<file path="src/rtl/core/olst_pkg.sv">
`default_nettype none

package olst_pkg;

  // Field widths on the stream ports.
  localparam int REQ_FW      = 3;
  localparam int VAL_FW      = 32;
  localparam int IDX_FW      = 6;
  localparam int STS_FW      = 2;
  localparam int LEN_FW      = 7;
  localparam int IN_TDATA_W  = 40;
  localparam int IN_TUSER_W  = REQ_FW;
  localparam int OUT_TDATA_W = 48;

  // Request kinds.
  localparam logic [REQ_FW-1:0] REQ_PREPEND = 3'd0;
  localparam logic [REQ_FW-1:0] REQ_APPEND  = 3'd1;
  localparam logic [REQ_FW-1:0] REQ_TAKE    = 3'd2;
  localparam logic [REQ_FW-1:0] REQ_REM_IDX = 3'd3;
  localparam logic [REQ_FW-1:0] REQ_REM_VAL = 3'd4;
  localparam logic [REQ_FW-1:0] REQ_READ    = 3'd5;

  // Result status codes.
  localparam logic [STS_FW-1:0] ST_OK    = 2'd0;
  localparam logic [STS_FW-1:0] ST_FULL  = 2'd1;
  localparam logic [STS_FW-1:0] ST_MISS  = 2'd2;
  localparam logic [STS_FW-1:0] ST_EMPTY = 2'd3;

  // Datapath operations, one per cycle.
  typedef enum logic [3:0] {
    OP_NOP,
    OP_LOAD,
    OP_SET_UP,
    OP_SET_HIT,
    OP_READ_IDX,
    OP_MOVE_UP,
    OP_MOVE_DN,
    OP_SCAN,
    OP_WR_HEAD,
    OP_WR_TAIL
  } op_t;

  typedef struct packed {
    op_t               op;
    logic              emit;
    logic [STS_FW-1:0] status;
    logic              with_data;
    logic              cnt_inc;
    logic              cnt_dec;
  } olst_cmd_t;

  typedef struct packed {
    logic [REQ_FW-1:0] req;
    logic              cnt_zero;
    logic              cnt_full;
    logic              idx_oob;
    logic              dn_more;
    logic              cur_zero;
    logic              scan_more;
    logic              scan_vld;
    logic              hit;
    logic              pend_vld;
    logic              slot_free;
  } olst_sts_t;

endpackage

`default_nettype wire

</file>
<file path="src/rtl/core/olst_ctrl.sv">
`default_nettype none

module olst_ctrl (
  input  wire                 clk,
  input  wire                 rst_n,
  input  wire                 in_valid,
  output logic                in_ready,
  input  wire olst_pkg::olst_sts_t sts,
  output olst_pkg::olst_cmd_t cmd
);
  import olst_pkg::*;

  localparam logic [2:0] S_IDLE   = 3'd0;
  localparam logic [2:0] S_DECODE = 3'd1;
  localparam logic [2:0] S_WAIT   = 3'd2;
  localparam logic [2:0] S_SHDN   = 3'd3;
  localparam logic [2:0] S_SHUP   = 3'd4;
  localparam logic [2:0] S_SCAN   = 3'd5;
  localparam logic [2:0] S_FINISH = 3'd6;

  logic [2:0]        state_r, state_nxt;
  logic [STS_FW-1:0] fst_r, fst_nxt;
  logic              fwd_r, fwd_nxt;
  logic              finc_r, finc_nxt;
  logic              fdec_r, fdec_nxt;

  always_comb begin
    state_nxt     = state_r;
    fst_nxt       = fst_r;
    fwd_nxt       = fwd_r;
    finc_nxt      = finc_r;
    fdec_nxt      = fdec_r;
    cmd           = '0;
    cmd.op        = OP_NOP;
    cmd.status    = fst_r;
    cmd.with_data = fwd_r;
    cmd.cnt_inc   = finc_r;
    cmd.cnt_dec   = fdec_r;
    in_ready      = (state_r == S_IDLE);

    unique case (state_r)
      S_IDLE: begin
        if (in_valid) begin
          cmd.op    = OP_LOAD;
          state_nxt = S_DECODE;
        end
      end
      S_DECODE: begin
        fst_nxt   = ST_OK;
        fwd_nxt   = 1'b0;
        finc_nxt  = 1'b0;
        fdec_nxt  = 1'b0;
        state_nxt = S_FINISH;
        unique case (sts.req)
          REQ_PREPEND: begin
            if (sts.cnt_full) begin
              fst_nxt = ST_FULL;
            end else begin
              cmd.op    = OP_SET_UP;
              state_nxt = S_SHUP;
            end
          end
          REQ_APPEND: begin
            if (sts.cnt_full) begin
              fst_nxt = ST_FULL;
            end else begin
              cmd.op   = OP_WR_TAIL;
              finc_nxt = 1'b1;
            end
          end
          REQ_TAKE, REQ_REM_IDX, REQ_READ: begin
            if (sts.cnt_zero) begin
              fst_nxt = ST_EMPTY;
            end else if (sts.idx_oob) begin
              fst_nxt = ST_MISS;
            end else begin
              cmd.op  = OP_READ_IDX;
              fwd_nxt = (sts.req != REQ_REM_IDX);
              if (sts.req == REQ_READ) begin
                state_nxt = S_WAIT;
              end else begin
                fdec_nxt  = 1'b1;
                state_nxt = S_SHDN;
              end
            end
          end
          REQ_REM_VAL: begin
            if (sts.cnt_zero) begin
              fst_nxt = ST_EMPTY;
            end else begin
              state_nxt = S_SCAN;
            end
          end
          default: begin
            fst_nxt = ST_OK;
          end
        endcase
      end
      S_WAIT: begin
        state_nxt = S_FINISH;
      end
      S_SHDN: begin
        if (sts.dn_more) begin
          cmd.op = OP_MOVE_DN;
        end else begin
          state_nxt = S_FINISH;
        end
      end
      S_SHUP: begin
        if (!sts.cur_zero) begin
          cmd.op = OP_MOVE_UP;
        end else if (!sts.pend_vld) begin
          cmd.op    = OP_WR_HEAD;
          finc_nxt  = 1'b1;
          state_nxt = S_FINISH;
        end
      end
      S_SCAN: begin
        priority if (sts.hit) begin
          cmd.op    = OP_SET_HIT;
          fdec_nxt  = 1'b1;
          state_nxt = S_SHDN;
        end else if (sts.scan_more) begin
          cmd.op = OP_SCAN;
        end else if (!sts.scan_vld) begin
          fst_nxt   = ST_MISS;
          state_nxt = S_FINISH;
        end else begin
          // The last compare missed; wait for its valid to drop.
          state_nxt = S_SCAN;
        end
      end
      S_FINISH: begin
        cmd.emit = sts.slot_free;
        if (sts.slot_free) begin
          state_nxt = S_IDLE;
        end
      end
      default: begin
        state_nxt = S_IDLE;
      end
    endcase
  end

  always_ff @(posedge clk) begin
    if (!rst_n) begin
      state_r <= S_IDLE;
      fst_r   <= ST_OK;
      fwd_r   <= 1'b0;
      finc_r  <= 1'b0;
      fdec_r  <= 1'b0;
    end else begin
      state_r <= state_nxt;
      fst_r   <= fst_nxt;
      fwd_r   <= fwd_nxt;
      finc_r  <= finc_nxt;
      fdec_r  <= fdec_nxt;
    end
  end

endmodule

`default_nettype wire

</file>
<file path="src/rtl/core/olst_dp.sv">
`default_nettype none

module olst_dp #(
  parameter int DEPTH       = 64,
  parameter int VALUE_WIDTH = 32
) (
  input  wire                          clk,
  input  wire                          rst_n,
  input  wire  [olst_pkg::REQ_FW-1:0]  in_req,
  input  wire  [olst_pkg::VAL_FW-1:0]  in_value,
  input  wire  [olst_pkg::IDX_FW-1:0]  in_index,
  input  wire olst_pkg::olst_cmd_t     cmd,
  output olst_pkg::olst_sts_t          sts,
  input  wire                          out_ready,
  output logic                         out_valid,
  output logic [olst_pkg::STS_FW-1:0]  out_status,
  output logic [olst_pkg::VAL_FW-1:0]  out_data,
  output logic [olst_pkg::LEN_FW-1:0]  out_length,
  output logic                         out_empty
);
  import olst_pkg::*;

  localparam int AW = $clog2(DEPTH);
  localparam int CW = $clog2(DEPTH + 1);
  localparam int XW = (CW > IDX_FW) ? CW : IDX_FW;
  localparam int LW = (CW > LEN_FW) ? CW : LEN_FW;
  localparam int DW = (VALUE_WIDTH < VAL_FW) ? VALUE_WIDTH : VAL_FW;

  logic [VALUE_WIDTH-1:0] mem_r [DEPTH];
  logic [VALUE_WIDTH-1:0] rd_r;

  logic [REQ_FW-1:0]      req_r, req_nxt;
  logic [VALUE_WIDTH-1:0] val_r, val_nxt;
  logic [IDX_FW-1:0]      idx_r, idx_nxt;
  logic [VALUE_WIDTH-1:0] data_r, data_nxt;
  logic [CW-1:0]          cur_r, cur_nxt;
  logic [CW-1:0]          cnt_r, cnt_nxt;
  logic                   rdi_r, rdi_nxt;
  logic                   scan_vld_r, scan_vld_nxt;
  logic [AW-1:0]          scan_pos_r, scan_pos_nxt;
  logic                   pend_vld_r, pend_vld_nxt;
  logic [AW-1:0]          pend_addr_r, pend_addr_nxt;
  logic                   out_vld_r, out_vld_nxt;
  logic [STS_FW-1:0]      o_status_r, o_status_nxt;
  logic [VAL_FW-1:0]      o_data_r, o_data_nxt;
  logic [LEN_FW-1:0]      o_len_r, o_len_nxt;
  logic                   o_empty_r, o_empty_nxt;

  logic [VALUE_WIDTH-1:0] val_in;
  logic [VAL_FW-1:0]      data_w;
  logic [XW-1:0]          idx_x;
  logic [CW:0]            cur_p1;
  logic [AW-1:0]          cur_a;
  logic [AW-1:0]          cur_m1;
  logic                   re;
  logic [AW-1:0]          raddr;
  logic                   we;
  logic [AW-1:0]          waddr;
  logic [VALUE_WIDTH-1:0] wdata;

  // Incoming value is cut to the port width and the stored width.
  always_comb begin
    val_in         = '0;
    val_in[DW-1:0] = in_value[DW-1:0];
    data_w         = '0;
    data_w[DW-1:0] = data_r[DW-1:0];
  end

  assign idx_x  = XW'(idx_r);
  assign cur_p1 = {1'b0, cur_r} + (CW + 1)'(1);
  assign cur_a  = cur_r[AW-1:0];
  assign cur_m1 = cur_a - AW'(1);

  always_comb begin
    sts.req       = req_r;
    sts.cnt_zero  = (cnt_r == '0);
    sts.cnt_full  = (cnt_r == CW'(DEPTH));
    sts.idx_oob   = (idx_x >= XW'(cnt_r));
    sts.dn_more   = (cur_p1 < {1'b0, cnt_r});
    sts.cur_zero  = (cur_r == '0);
    sts.scan_more = (cur_r < cnt_r);
    sts.scan_vld  = scan_vld_r;
    sts.hit       = scan_vld_r && (rd_r == val_r);
    sts.pend_vld  = pend_vld_r;
    sts.slot_free = !out_vld_r || out_ready;
  end

  // Read port select.
  always_comb begin
    re    = 1'b0;
    raddr = cur_a;
    unique case (cmd.op)
      OP_READ_IDX: begin
        re    = 1'b1;
        raddr = AW'(idx_x);
      end
      OP_MOVE_UP: begin
        re    = 1'b1;
        raddr = cur_m1;
      end
      OP_MOVE_DN: begin
        re    = 1'b1;
        raddr = cur_p1[AW-1:0];
      end
      OP_SCAN: begin
        re    = 1'b1;
        raddr = cur_a;
      end
      default: begin
        re = 1'b0;
      end
    endcase
  end

  // Write port select; the pending move write has the port to itself.
  always_comb begin
    we    = 1'b0;
    waddr = pend_addr_r;
    wdata = rd_r;
    priority if (pend_vld_r) begin
      we = 1'b1;
    end else if (cmd.op == OP_WR_HEAD) begin
      we    = 1'b1;
      waddr = '0;
      wdata = val_r;
    end else if (cmd.op == OP_WR_TAIL) begin
      we    = 1'b1;
      waddr = cnt_r[AW-1:0];
      wdata = val_r;
    end else begin
      we = 1'b0;
    end
  end

  always_ff @(posedge clk) begin
    if (we) begin
      mem_r[waddr] <= wdata;
    end
    if (re) begin
      rd_r <= mem_r[raddr];
    end
  end

  always_comb begin
    req_nxt       = req_r;
    val_nxt       = val_r;
    idx_nxt       = idx_r;
    data_nxt      = rdi_r ? rd_r : data_r;
    cur_nxt       = cur_r;
    cnt_nxt       = cnt_r;
    rdi_nxt       = (cmd.op == OP_READ_IDX);
    scan_vld_nxt  = (cmd.op == OP_SCAN);
    scan_pos_nxt  = cur_a;
    pend_vld_nxt  = (cmd.op == OP_MOVE_UP) || (cmd.op == OP_MOVE_DN);
    pend_addr_nxt = cur_a;
    out_vld_nxt   = out_vld_r && !out_ready;
    o_status_nxt  = o_status_r;
    o_data_nxt    = o_data_r;
    o_len_nxt     = o_len_r;
    o_empty_nxt   = o_empty_r;

    unique case (cmd.op)
      OP_LOAD: begin
        req_nxt = in_req;
        val_nxt = val_in;
        idx_nxt = (in_req == REQ_TAKE) ? '0 : in_index;
        cur_nxt = '0;
      end
      OP_SET_UP:   cur_nxt = cnt_r;
      OP_SET_HIT:  cur_nxt = CW'(scan_pos_r);
      OP_READ_IDX: cur_nxt = CW'(idx_x);
      OP_MOVE_UP:  cur_nxt = cur_r - CW'(1);
      OP_MOVE_DN:  cur_nxt = cur_p1[CW-1:0];
      OP_SCAN:     cur_nxt = cur_p1[CW-1:0];
      default:     cur_nxt = cur_r;
    endcase

    if (cmd.emit) begin
      if (cmd.cnt_inc) begin
        cnt_nxt = cnt_r + CW'(1);
      end else if (cmd.cnt_dec) begin
        cnt_nxt = cnt_r - CW'(1);
      end
      out_vld_nxt  = 1'b1;
      o_status_nxt = cmd.status;
      o_data_nxt   = (cmd.with_data && cmd.status == ST_OK) ? data_w : '0;
      o_len_nxt    = LEN_FW'(LW'(cnt_nxt));
      o_empty_nxt  = (cnt_nxt == '0);
    end
  end

  always_ff @(posedge clk) begin
    if (!rst_n) begin
      cnt_r      <= '0;
      cur_r      <= '0;
      rdi_r      <= 1'b0;
      scan_vld_r <= 1'b0;
      pend_vld_r <= 1'b0;
      out_vld_r  <= 1'b0;
    end else begin
      cnt_r      <= cnt_nxt;
      cur_r      <= cur_nxt;
      rdi_r      <= rdi_nxt;
      scan_vld_r <= scan_vld_nxt;
      pend_vld_r <= pend_vld_nxt;
      out_vld_r  <= out_vld_nxt;
    end
  end

  always_ff @(posedge clk) begin
    req_r       <= req_nxt;
    val_r       <= val_nxt;
    idx_r       <= idx_nxt;
    data_r      <= data_nxt;
    scan_pos_r  <= scan_pos_nxt;
    pend_addr_r <= pend_addr_nxt;
    o_status_r  <= o_status_nxt;
    o_data_r    <= o_data_nxt;
    o_len_r     <= o_len_nxt;
    o_empty_r   <= o_empty_nxt;
  end

  assign out_valid  = out_vld_r;
  assign out_status = o_status_r;
  assign out_data   = o_data_r;
  assign out_length = o_len_r;
  assign out_empty  = o_empty_r;

endmodule

`default_nettype wire

</file>
<file path="src/rtl/core/ordered_list_store.sv">
// From the accepting edge to a valid result: append, rejected requests and unused codes
// go from decode to finish, a read passes the wait state, a prepend shifts the entries up
// from the tail and writes the head, a removal at position p shifts the entries behind p
// down, and a removal by value scans from the head to a hit or the end, then shifts down.
// One word is taken at a time; the shift or scan moves one entry per cycle through the two-port memory.
// Reset (rst_n low, synchronous) empties the list; the entry memory itself is not cleared.
`default_nettype none

module ordered_list_store #(
  parameter int DEPTH       = 64,
  parameter int VALUE_WIDTH = 32
) (
  input  wire                                clk,
  input  wire                                rst_n,
  input  wire                                in_tvalid,
  output logic                               in_tready,
  // value [31:0], index [37:32], zero [39:38]
  input  wire  [olst_pkg::IN_TDATA_W-1:0]    in_tdata,
  // req_type [2:0]
  input  wire  [olst_pkg::IN_TUSER_W-1:0]    in_tuser,
  output logic                               out_tvalid,
  input  wire                                out_tready,
  // status [1:0], data_out [33:2], length [40:34], empty [41], zero [47:42]
  output logic [olst_pkg::OUT_TDATA_W-1:0]   out_tdata
);
  import olst_pkg::*;

  // The controller walks each request through decode, an optional shift or scan of the
  // entry memory, and a finish step that loads the result register. The datapath holds
  // the memory, the entry count, the walking cursor and the result register. A new word
  // is taken as soon as the controller is back in idle, even while the previous result
  // still waits in the output register.

  olst_cmd_t         cmd;
  olst_sts_t         sts;
  logic [STS_FW-1:0] res_status;
  logic [VAL_FW-1:0] res_data;
  logic [LEN_FW-1:0] res_length;
  logic              res_empty;

  olst_ctrl u_ctrl (
    .clk      (clk),
    .rst_n    (rst_n),
    .in_valid (in_tvalid),
    .in_ready (in_tready),
    .sts      (sts),
    .cmd      (cmd)
  );

  olst_dp #(
    .DEPTH       (DEPTH),
    .VALUE_WIDTH (VALUE_WIDTH)
  ) u_dp (
    .clk        (clk),
    .rst_n      (rst_n),
    .in_req     (in_tuser),
    .in_value   (in_tdata[VAL_FW-1:0]),
    .in_index   (in_tdata[VAL_FW+IDX_FW-1:VAL_FW]),
    .cmd        (cmd),
    .sts        (sts),
    .out_ready  (out_tready),
    .out_valid  (out_tvalid),
    .out_status (res_status),
    .out_data   (res_data),
    .out_length (res_length),
    .out_empty  (res_empty)
  );

  assign out_tdata = {
    (OUT_TDATA_W - STS_FW - VAL_FW - LEN_FW - 1)'(0),
    res_empty, res_length, res_data, res_status
  };

  // A result is only loaded when the output register is free or being drained.
  a_emit_slot: assert property (@(posedge clk) disable iff (!rst_n)
    cmd.emit |-> sts.slot_free)
    else $error("result loaded over a waiting word");

  // A pending shift write and a value write never share the write port.
  a_wr_port: assert property (@(posedge clk) disable iff (!rst_n)
    (cmd.op == OP_WR_HEAD || cmd.op == OP_WR_TAIL) |-> !sts.pend_vld)
    else $error("write port conflict");

  // Nothing of a finished request is still in flight when a new word can be taken.
  a_idle_clean: assert property (@(posedge clk) disable iff (!rst_n)
    in_tready |-> (!sts.pend_vld && !sts.scan_vld))
    else $error("shift or scan still in flight at idle");

  // The count only moves on a successful request and never grows past the depth.
  a_cnt_move: assert property (@(posedge clk) disable iff (!rst_n)
    (cmd.emit && (cmd.cnt_inc || cmd.cnt_dec)) |->
      (cmd.status == ST_OK && !(cmd.cnt_inc && sts.cnt_full)))
    else $error("count change on a failed request or past depth");

endmodule

`default_nettype wire

</file>
<file path="config.mk">
export PLATFORM = sky130hd
export DESIGN_NAME = ordered_list_store
export DESIGN_NICKNAME = d
export VERILOG_FILES = /design/src/rtl/core/olst_pkg.sv /design/src/rtl/core/olst_ctrl.sv /design/src/rtl/core/olst_dp.sv /design/src/rtl/core/ordered_list_store.sv
export SDC_FILE = /design/constraint.sdc
export NUM_CORES = 2
export LEC_CHECK = 0
export BUFFER_PORTS_ARGS = -buffer_cell sky130_fd_sc_hd__buf_2
export CORE_ASPECT_RATIO = 1.75
export CORE_MARGIN = 2
export CORE_UTILIZATION = 50
export CTS_BUF_LIST = sky130_fd_sc_hd__clkbuf_4 sky130_fd_sc_hd__clkbuf_8
export CTS_CLUSTER_DIAMETER = 40
export DETAILED_ROUTE_END_ITERATION = 10
export HOLD_SLACK_MARGIN = 0.03
export PLACE_DENSITY_LB_ADDON = 0.2
export SYNTH_ARGS = -nofsm -noshare
export SYNTH_HDL_FRONTEND = slang
export SYNTH_SLANG_ARGS = --single-unit
</file>
<file path="constraint.sdc">
create_clock -name clk -period 7.1 [get_ports clk]
set_input_delay 0.355 -clock clk [delete_from_list [all_inputs] [get_ports clk]]
set_output_delay 0.355 -clock clk [all_outputs]
set_load 0.1 [all_outputs]
</file>
== Word level (Yosys, flattened, before mapping) ==
Memories as Yosys holds them, arrays and structs flattened. A register that Yosys moved wholly into a read port is not among the register bits.
Index checks and enable logic that the tools add are counted.

* Register bits: 147
* Bits in writable memories: 2048
* Input port bits: 47
* Output and inout port bits: 50
* Word-level logic and storage cells: 156
* Memories kept: 1

* Add/subtract/negate cells: 5
* Order comparisons: 3
* Equal/unequal tests: 34
* Multiplexer cells: 69
* Reduce and logical (&&, ||, !) cells: 24

{| class="wikitable"
|+ Memory list
! name !! words !! width !! read ports !! clocked after memory_dff !! write ports !! RTL line !! RTL
|-
| u_dp.mem_r || 64 || 32 || 1 || 1 || 1 || olst_dp.sv:29 || <nowiki>logic [VALUE_WIDTH-1:0] mem_r [DEPTH];</nowiki>
|}

{| class="wikitable"
|+ Operators with widths
! kind !! count
|-
| 32-bit two-way mux || 3
|-
| 7-bit case mux with 6 select lines || 1
|-
| 3-bit two-way mux || 12
|-
| 32-bit == test || 1
|-
| 1-bit two-way mux || 23
|-
| 7-bit logical NOT || 3
|-
| 7-bit two-way mux || 3
|-
| 3-bit case mux with 7 select lines || 1
|-
| 2-bit two-way mux || 10
|-
| 4-bit two-way mux || 5
|-
| 4-bit case mux with 5 select lines || 1
|-
| 6-bit two-way mux || 3
|-
| 6-bit case mux with 3 select lines || 1
|-
| 4-bit by 3-bit == test with 1-bit output (second input constant) || 4
|-
| 3-bit by 2-bit == test with 1-bit output (second input constant) || 5
|-
| 3-bit == test (second input constant) || 5
|-
| 2-bit != test (second input constant) || 7
|-
| 7-bit by 1-bit subtractor with 7-bit output (second input constant) || 2
|-
| 4-bit case mux with 3 select lines || 1
|-
| 3-bit case mux with 3 select lines || 1
|-
| 7-bit by 1-bit adder with 8-bit output (second input constant) || 1
|-
| 4-bit by 2-bit == test with 1-bit output (second input constant) || 2
|-
| 4-bit == test (second input constant) || 2
|-
| 8-bit by 7-bit less-than comparator with 1-bit output || 1
|-
| 27 further kinds || 37
|}

== Logic depth before layout (Yosys ltp) ==
* Depth after elaboration: 11
* Gate-level depth with buffers: 20
* Depth with buffers taken out: 15

== By module ==
Synthesis repeated with hierarchy kept, for this count alone.

* Cell total of the unflattened synthesis: 4898
* Area, all modules: 87692.9 µm²

{| class="wikitable"
|+ By module, submodules not included
! module !! times used !! cells an instance !! area an instance (µm²)
|-
| olst_dp || 1 || 4788 || 86924.6
|-
| olst_ctrl || 1 || 102 || 711.9
|-
| ordered_list_store || 1 || 8 || 56.3
|}

== Least setup slack after synthesis ==
Ideal clock, no wire load.

* Path kind: flip-flop to flip-flop
* Start: reg u_dp.cur_r[0]
* End: mem u_dp.mem_r[10][0], enable pin
* Setup time: 0.421 ns
* Data arrival time: 4.316 ns
* Path slack: 2.362 ns
* Cell stages (with the launch flop): 13
* Buffers on the path: 2
* Clock period less this slack: 4.738 ns
* Cell sequence: dfxtp_1 -> clkbuf_1 -> inv_1 -> ha_1 -> or4b_4 -> nor3_1 -> a32oi_1 -> or2_2 -> clkbuf_1 -> a22o_1 -> or2_2 -> nand2b_1 -> nor2_1

* Word-level cells in the longest chain between the ends: 10

{| class="wikitable"
|+ RTL lines
! element !! RTL line !! RTL
|-
| start: declaration || olst_dp.sv:36 || <nowiki>logic [CW-1:0] cur_r, cur_nxt;</nowiki>
|-
| start signal: assignment || olst_dp.sv:202 || <nowiki>cur_r <= cur_nxt;</nowiki>
|-
| 7-bit by 1-bit adder with 8-bit output / 7-bit less-than comparator (equally long branches) || olst_dp.sv:70, olst_dp.sv:81 ||
|-
| 8-bit by 7-bit less-than comparator with 1-bit output / 3-bit two-way mux (equally long branches) || olst_dp.sv:79, olst_ctrl.sv:123 ||
|-
| 3-bit two-way mux / 4-bit two-way mux (equally long branches) || olst_ctrl.sv:103, olst_ctrl.sv:119 ||
|-
| 4-bit case mux with 5 select lines * || olst_ctrl.sv:41 || <nowiki>unique case (state_r)</nowiki>
|-
| 4-bit == test || olst_dp.sv:126 || <nowiki>end else if (cmd.op == OP_WR_TAIL) begin</nowiki>
|-
| 1-bit two-way mux || olst_dp.sv:126 ||
|-
| 1-bit two-way mux || olst_dp.sv:122 || <nowiki>end else if (cmd.op == OP_WR_HEAD) begin</nowiki>
|-
| 1-bit two-way mux || olst_dp.sv:120 || <nowiki>priority if (pend_vld_r) begin</nowiki>
|-
| 1-bit two-way mux || olst_dp.sv:136 || <nowiki>if (we) begin</nowiki>
|-
| 1-bit two-way mux (implied by the code) || olst_dp.sv:137 || <nowiki>mem_r[waddr] <= wdata;</nowiki>
|-
| end: declaration || olst_dp.sv:29 ||
|}

Every way passes the cells marked *; elsewhere a longest branch is shown, timed or not.

== Worst setup path after layout ==
* Start: reg u_dp.cur_r[0]
* End: reg u_dp.rd_r[19] (read register of u_dp.mem_r), data pin

* Word-level cells in the longest chain between the ends: 7

{| class="wikitable"
|+ RTL lines
! element !! RTL line !! RTL
|-
| 7-bit by 1-bit adder with 8-bit output / 7-bit less-than comparator (equally long branches) || olst_dp.sv:70, olst_dp.sv:81 ||
|-
| 8-bit by 7-bit less-than comparator with 1-bit output / 3-bit two-way mux (equally long branches) || olst_dp.sv:79, olst_ctrl.sv:123 ||
|-
| 3-bit two-way mux / 4-bit two-way mux (equally long branches) || olst_ctrl.sv:103, olst_ctrl.sv:119 ||
|-
| 4-bit case mux with 5 select lines || olst_ctrl.sv:41 ||
|-
| 4-bit by 3-bit == test with 1-bit output || olst_dp.sv:92 || <nowiki>unique case (cmd.op)</nowiki>
|-
| 4-bit OR reduction (no line) || -- ||
|-
| 1-bit two-way mux || olst_dp.sv:92 ||
|-
| end: declaration || olst_dp.sv:30 || <nowiki>logic [VALUE_WIDTH-1:0] rd_r;</nowiki>
|}

Parallel ways exist; a longest one is shown, timed or not.
A chain may end at the register's enable or synchronous reset.

==> run metrics <==
critical-path cell list ha_1 > nand3_1 > xnor2_1 > ha_1 > a21o_1 > a21oi_1 > o221a_2 > a311oi_4 > a222oi_1 > nand2_1 > o21ai_4 > buf_4 > a32oi_1 > a22o_1 > nor4_2; Most used DFF post-synth sky130_fd_sc_hd__edfxtp_1; # Max-Cap Violations 0; TritonCTS clock tree built; total standard cell area after synthesis 88600 µm²; launching element of the worst setup path u_dp.cur_r[0]; die span in x 322 µm; starting density of the core 50.3%; Rel. slew slack 10.1%; pin count of the biggest net entering global routing 142; number of warning messages in the yosys log 0; GP Congestion 0.887; wire length after detailed routing about 250 mm; H-tree levels 5; result of the run finished, final reports clean; setup_tns 0 ns; Crit Path Class reg -> reg; path type of the worst min-delay path in -> reg; row cnt 204; worst-case register-to-register setup slack between 0.8 and 0.9 ns; kind of launch point of the worst setup path register; Sequential cell area 66600 µm²; Core Area 176000 µm²; number of CTS-inserted buffers roughly 320; hold path startpoint in_tdata[11]; number of vias after detailed routing 52200; static leakage between 30 and 40 nW; number of nets at the end of the flow 5693; post-synthesis register bit count 2227; Worst R2R Path Depth 15; global-route wire length before repair 359 mm; IR Drop Worst-Case VDD approximately 0.00021 V; overall die height 561 µm; layout-stage area growth over the synthesis result 11.8%; Top-Level Pins 97; drt wl/cell roughly 31 µm; Yosys cell types 83; setup repair after global routing missed its margin no; number of endpoints with negative hold slack in the final report 0; Avg Inst Size Synth 16.4 µm²; number of global-route vias before repair 52400; number of port buffers 88; area taken by multi-input logic gates 20700 µm²; power density over the cells 302 nW/µm²; worst hold slack after final layout approximately 0.13 ns; RR Endpoint u_dp.rd_r[19]; post-synthesis sequential area ratio 75.1%; Worst Clk Skew 0.0676 ns; fin crit share 88.0%; critical path's slowest cell sky130_fd_sc_hd__a222oi_1; antenna violations before repair 2; Total Power Consumption roughly 30 mW; global route total overflow 0; Vias per Instance around 6.4; Root Driver sky130_fd_sc_hd__clkbuf_8; number of nets with antenna violations after routing 0; sort of element at the end of the critical path register; required time of the critical path approximately 7.8 ns; clock period minus final worst setup slack 6.25 ns; slew of the pin with the lowest slew margin 1.35 ns; aggregate global-route resource usage 27.4%; worst-path maximum fanout 18; # clock sinks around 2200; Cells on Worst Hold Path 2; HPWL after DPL 141 mm; Post-synth EDFFs between 2000 and 2500; Clock transition at path regs 0.07 ns; share of async-settable or async-resettable flops after synthesis 0%; Max stage delay on crit path 0.98 ns; DR pass1 iterations 8; final core occ between 50% and 60%; count of mapped cells out of synthesis 5407; Most Frequent Cell on Critical Path sky130_fd_sc_hd__ha_1; capturing instance or port of the critical path u_dp.rd_r[19]; number of post-CTS setup repair buffers 0; Max Slew Vio Count 0; worst reg2reg path startpoint u_dp.cur_r[0]; die outline area 181000 µm²; largest buffer count on any clock path 4; arrival time of data at the critical path endpoint 6.98 ns; latest clock arrival within the worst-skew pair 0.94 ns; DRC Markers 0; Initial DRC Count 5727; fraction of layout instances using a drive strength above 1 approximately a fifth; maximum frequency from static timing analysis 0.160 GHz; final-layout fill cell count 13500; final setup violation count 0
kinds of logic after synthesis:
kind of cell,share of synthesized area [%]
adders and majority gates,0.325
AOI/OAI and AO/OA,8.76
muxes,4.92
xor gates and xnor gates,0.504
buffers and inverters,2.33
DFF,75.1
other,0.00423
and+or+nand+nor,8.01
power breakdown:
| group | internal, mW | leakage [nW] | switching [mW] |
|---|---|---|---|
| sequential | 16.4 | 20.0 | 0.155 |
| clock | 4.96 | 3.10 | 4.73 |
| combinational | 0.654 | 8.79 | 2.99 |
| total | 22.0 | 31.9 | 7.87 |
timing repair:
item | in CTS | in global routing
resized for setup | 0 | 0
hold endpoints to repair | 45 | 0
hold buffers | 43 | 0
synth_stat cells (all sizes together), types with 3 or more instances:
| cell type | number | share of area, % |
|---|---|---|
| nand2 | 420 | 1.8 |
| nor2b | 10 | 0.071 |
| o22ai | 66 | 0.47 |
| and4 | 4 | 0.040 |
| inv | 20 | 0.085 |
| and2 | 36 | 0.25 |
| dfxtp | 32 | 0.72 |
| or2 | 7 | 0.049 |
| or4 | 3 | 0.025 |
| xnor2 | 14 | 0.14 |
| a32oi | 67 | 0.66 |
| nor4 | 43 | 0.54 |
| mux4 | 192 | 4.9 |
| nor3 | 11 | 0.062 |
| nand2b | 14 | 0.099 |
| nand3 | 257 | 1.5 |
| a222oi | 3 | 0.034 |
| nand4 | 37 | 0.26 |
| or3 | 6 | 0.042 |
| xor2 | 37 | 0.37 |
| ha | 23 | 0.32 |
| o21ai | 274 | 1.5 |
| o21a | 3 | 0.025 |
| a31oi | 130 | 0.92 |
| nor2 | 104 | 0.48 |
| mux2i | 3 | 0.034 |
| a211oi | 401 | 3.4 |
| nor3b | 4 | 0.034 |
| edfxtp | 2195 | 74 |
| a22o | 36 | 0.37 |
| buf | 155 | 1.2 |
| a22oi | 71 | 0.60 |
| and3 | 388 | 2.7 |
| a311oi | 3 | 0.069 |
| a221oi | 8 | 0.086 |
| a21o | 4 | 0.034 |
| clkbuf | 256 | 1.1 |
| o31ai | 3 | 0.025 |
| o211ai | 4 | 0.049 |
| a21oi | 28 | 0.16 |
registers in the layout (all words and copies together), names as in the netlist:
name             flops
u_dp.mem_r        2048
u_dp.data_r         32
u_dp.out_data       32
u_dp.rd_r           32
u_dp.val_r          32
u_dp.cnt_r           7
u_dp.cur_r           7
u_dp.out_length      7
u_dp.idx_r           6
u_dp.scan_pos_r      6
u_ctrl.state_r       3
u_dp.req_r           3
u_ctrl.fst_r         2
u_dp.out_status      2
u_ctrl.fdec_r        1
u_ctrl.finc_r        1
u_ctrl.fwd_r         1
u_dp.out_empty       1
u_dp.out_valid       1
u_dp.pend_vld_r      1
u_dp.rdi_r           1
u_dp.scan_vld_r      1
worst min-delay path by stage:
stage	slack [ns]	endpoint
2_1_floorplan	0.35	u_dp.scan_pos_r[0]
3_3_place_gp	0.48	u_dp.out_status[0]
3_5_place_dp	0.47	u_dp.out_status[0]
4_1_cts	0.08	u_dp.val_r[4]
5_1_grt	0.13	u_dp.val_r[9]
6_report	0.13	u_dp.val_r[11]
critical path, delay by kind of cell (launching register included):
| kind | cells | cell delay [ns] |
|---|---|---|
| compound gates | 8 | 3.00 |
| simple gates | 3 | 1.00 |
| flops | 1 | 0.62 |
| fa+ha+maj | 2 | 0.62 |
| buf+inv | 1 | 0.45 |
| xor+xnor | 1 | 0.30 |
metrics by stage:
stage	std cells	setup WS [ns]	instance area, µm²
3_3_place_gp	7528	1.17	92700
3_5_place_dp	7528	1.08	92700
5_1_grt	8112	0.616	99000
4_1_cts	8110	1.03	99000
6_report	8114	0.855	99100
2_1_floorplan	5412	2.36	88600
layout by cell type (no fill, tap or decap), drive strengths merged, types with 6 or more instances in the layout:
cell type	Yosys	final
edfxtp	2195	2195
clkbuf	256	423
clkinv	0	89
ha	23	23
conb	1	6
nand2b	14	14
a31oi	130	130
dlygate4sd3	0	43
o21ai	274	274
and2	36	36
or3	6	6
o22ai	66	66
nor4	43	43
nor2	104	104
xnor2	14	14
nand3	257	257
a22o	36	36
nand2	420	420
a211oi	401	401
dfxtp	32	32
a221oi	8	8
a32oi	67	67
a22oi	71	71
xor2	37	37
a21oi	28	28
buf	155	261
or2	7	7
nand4	37	37
nor3	11	11
clkinvlp	0	10
nor2b	10	10
mux4	192	192
inv	20	32
and3	388	388
metal layers:
| layer | wire length [µm] | vias to the layer above | global-route usage [%] |
|---|---|---|---|
| met1 | 88300 | 26700 | 32.8 |
| met2 | 130000 | 2548 | 47.8 |
| met3 | 16600 | 658 | 3.68 |
| li1 | - | 22200 | - |
| met4 | 14800 | 0 | 15.4 |
| met5 | 0 | - | 0 |
final cells by class:
type | instances | share of cell area, %
Sequential cell | 2227 | 67.2
Multi-Input combinational cell | 2754 | 20.9
Clock buffer | 423 | 5.26
Timing Repair Buffer | 304 | 3.01
Tap cell | 2266 | 2.86
Clock inverter | 116 | 0.697
Inverter | 20 | 0.0758
Antenna cell | 4 | 0.0101
Note: power is estimated with default switching activity, not from simulation.
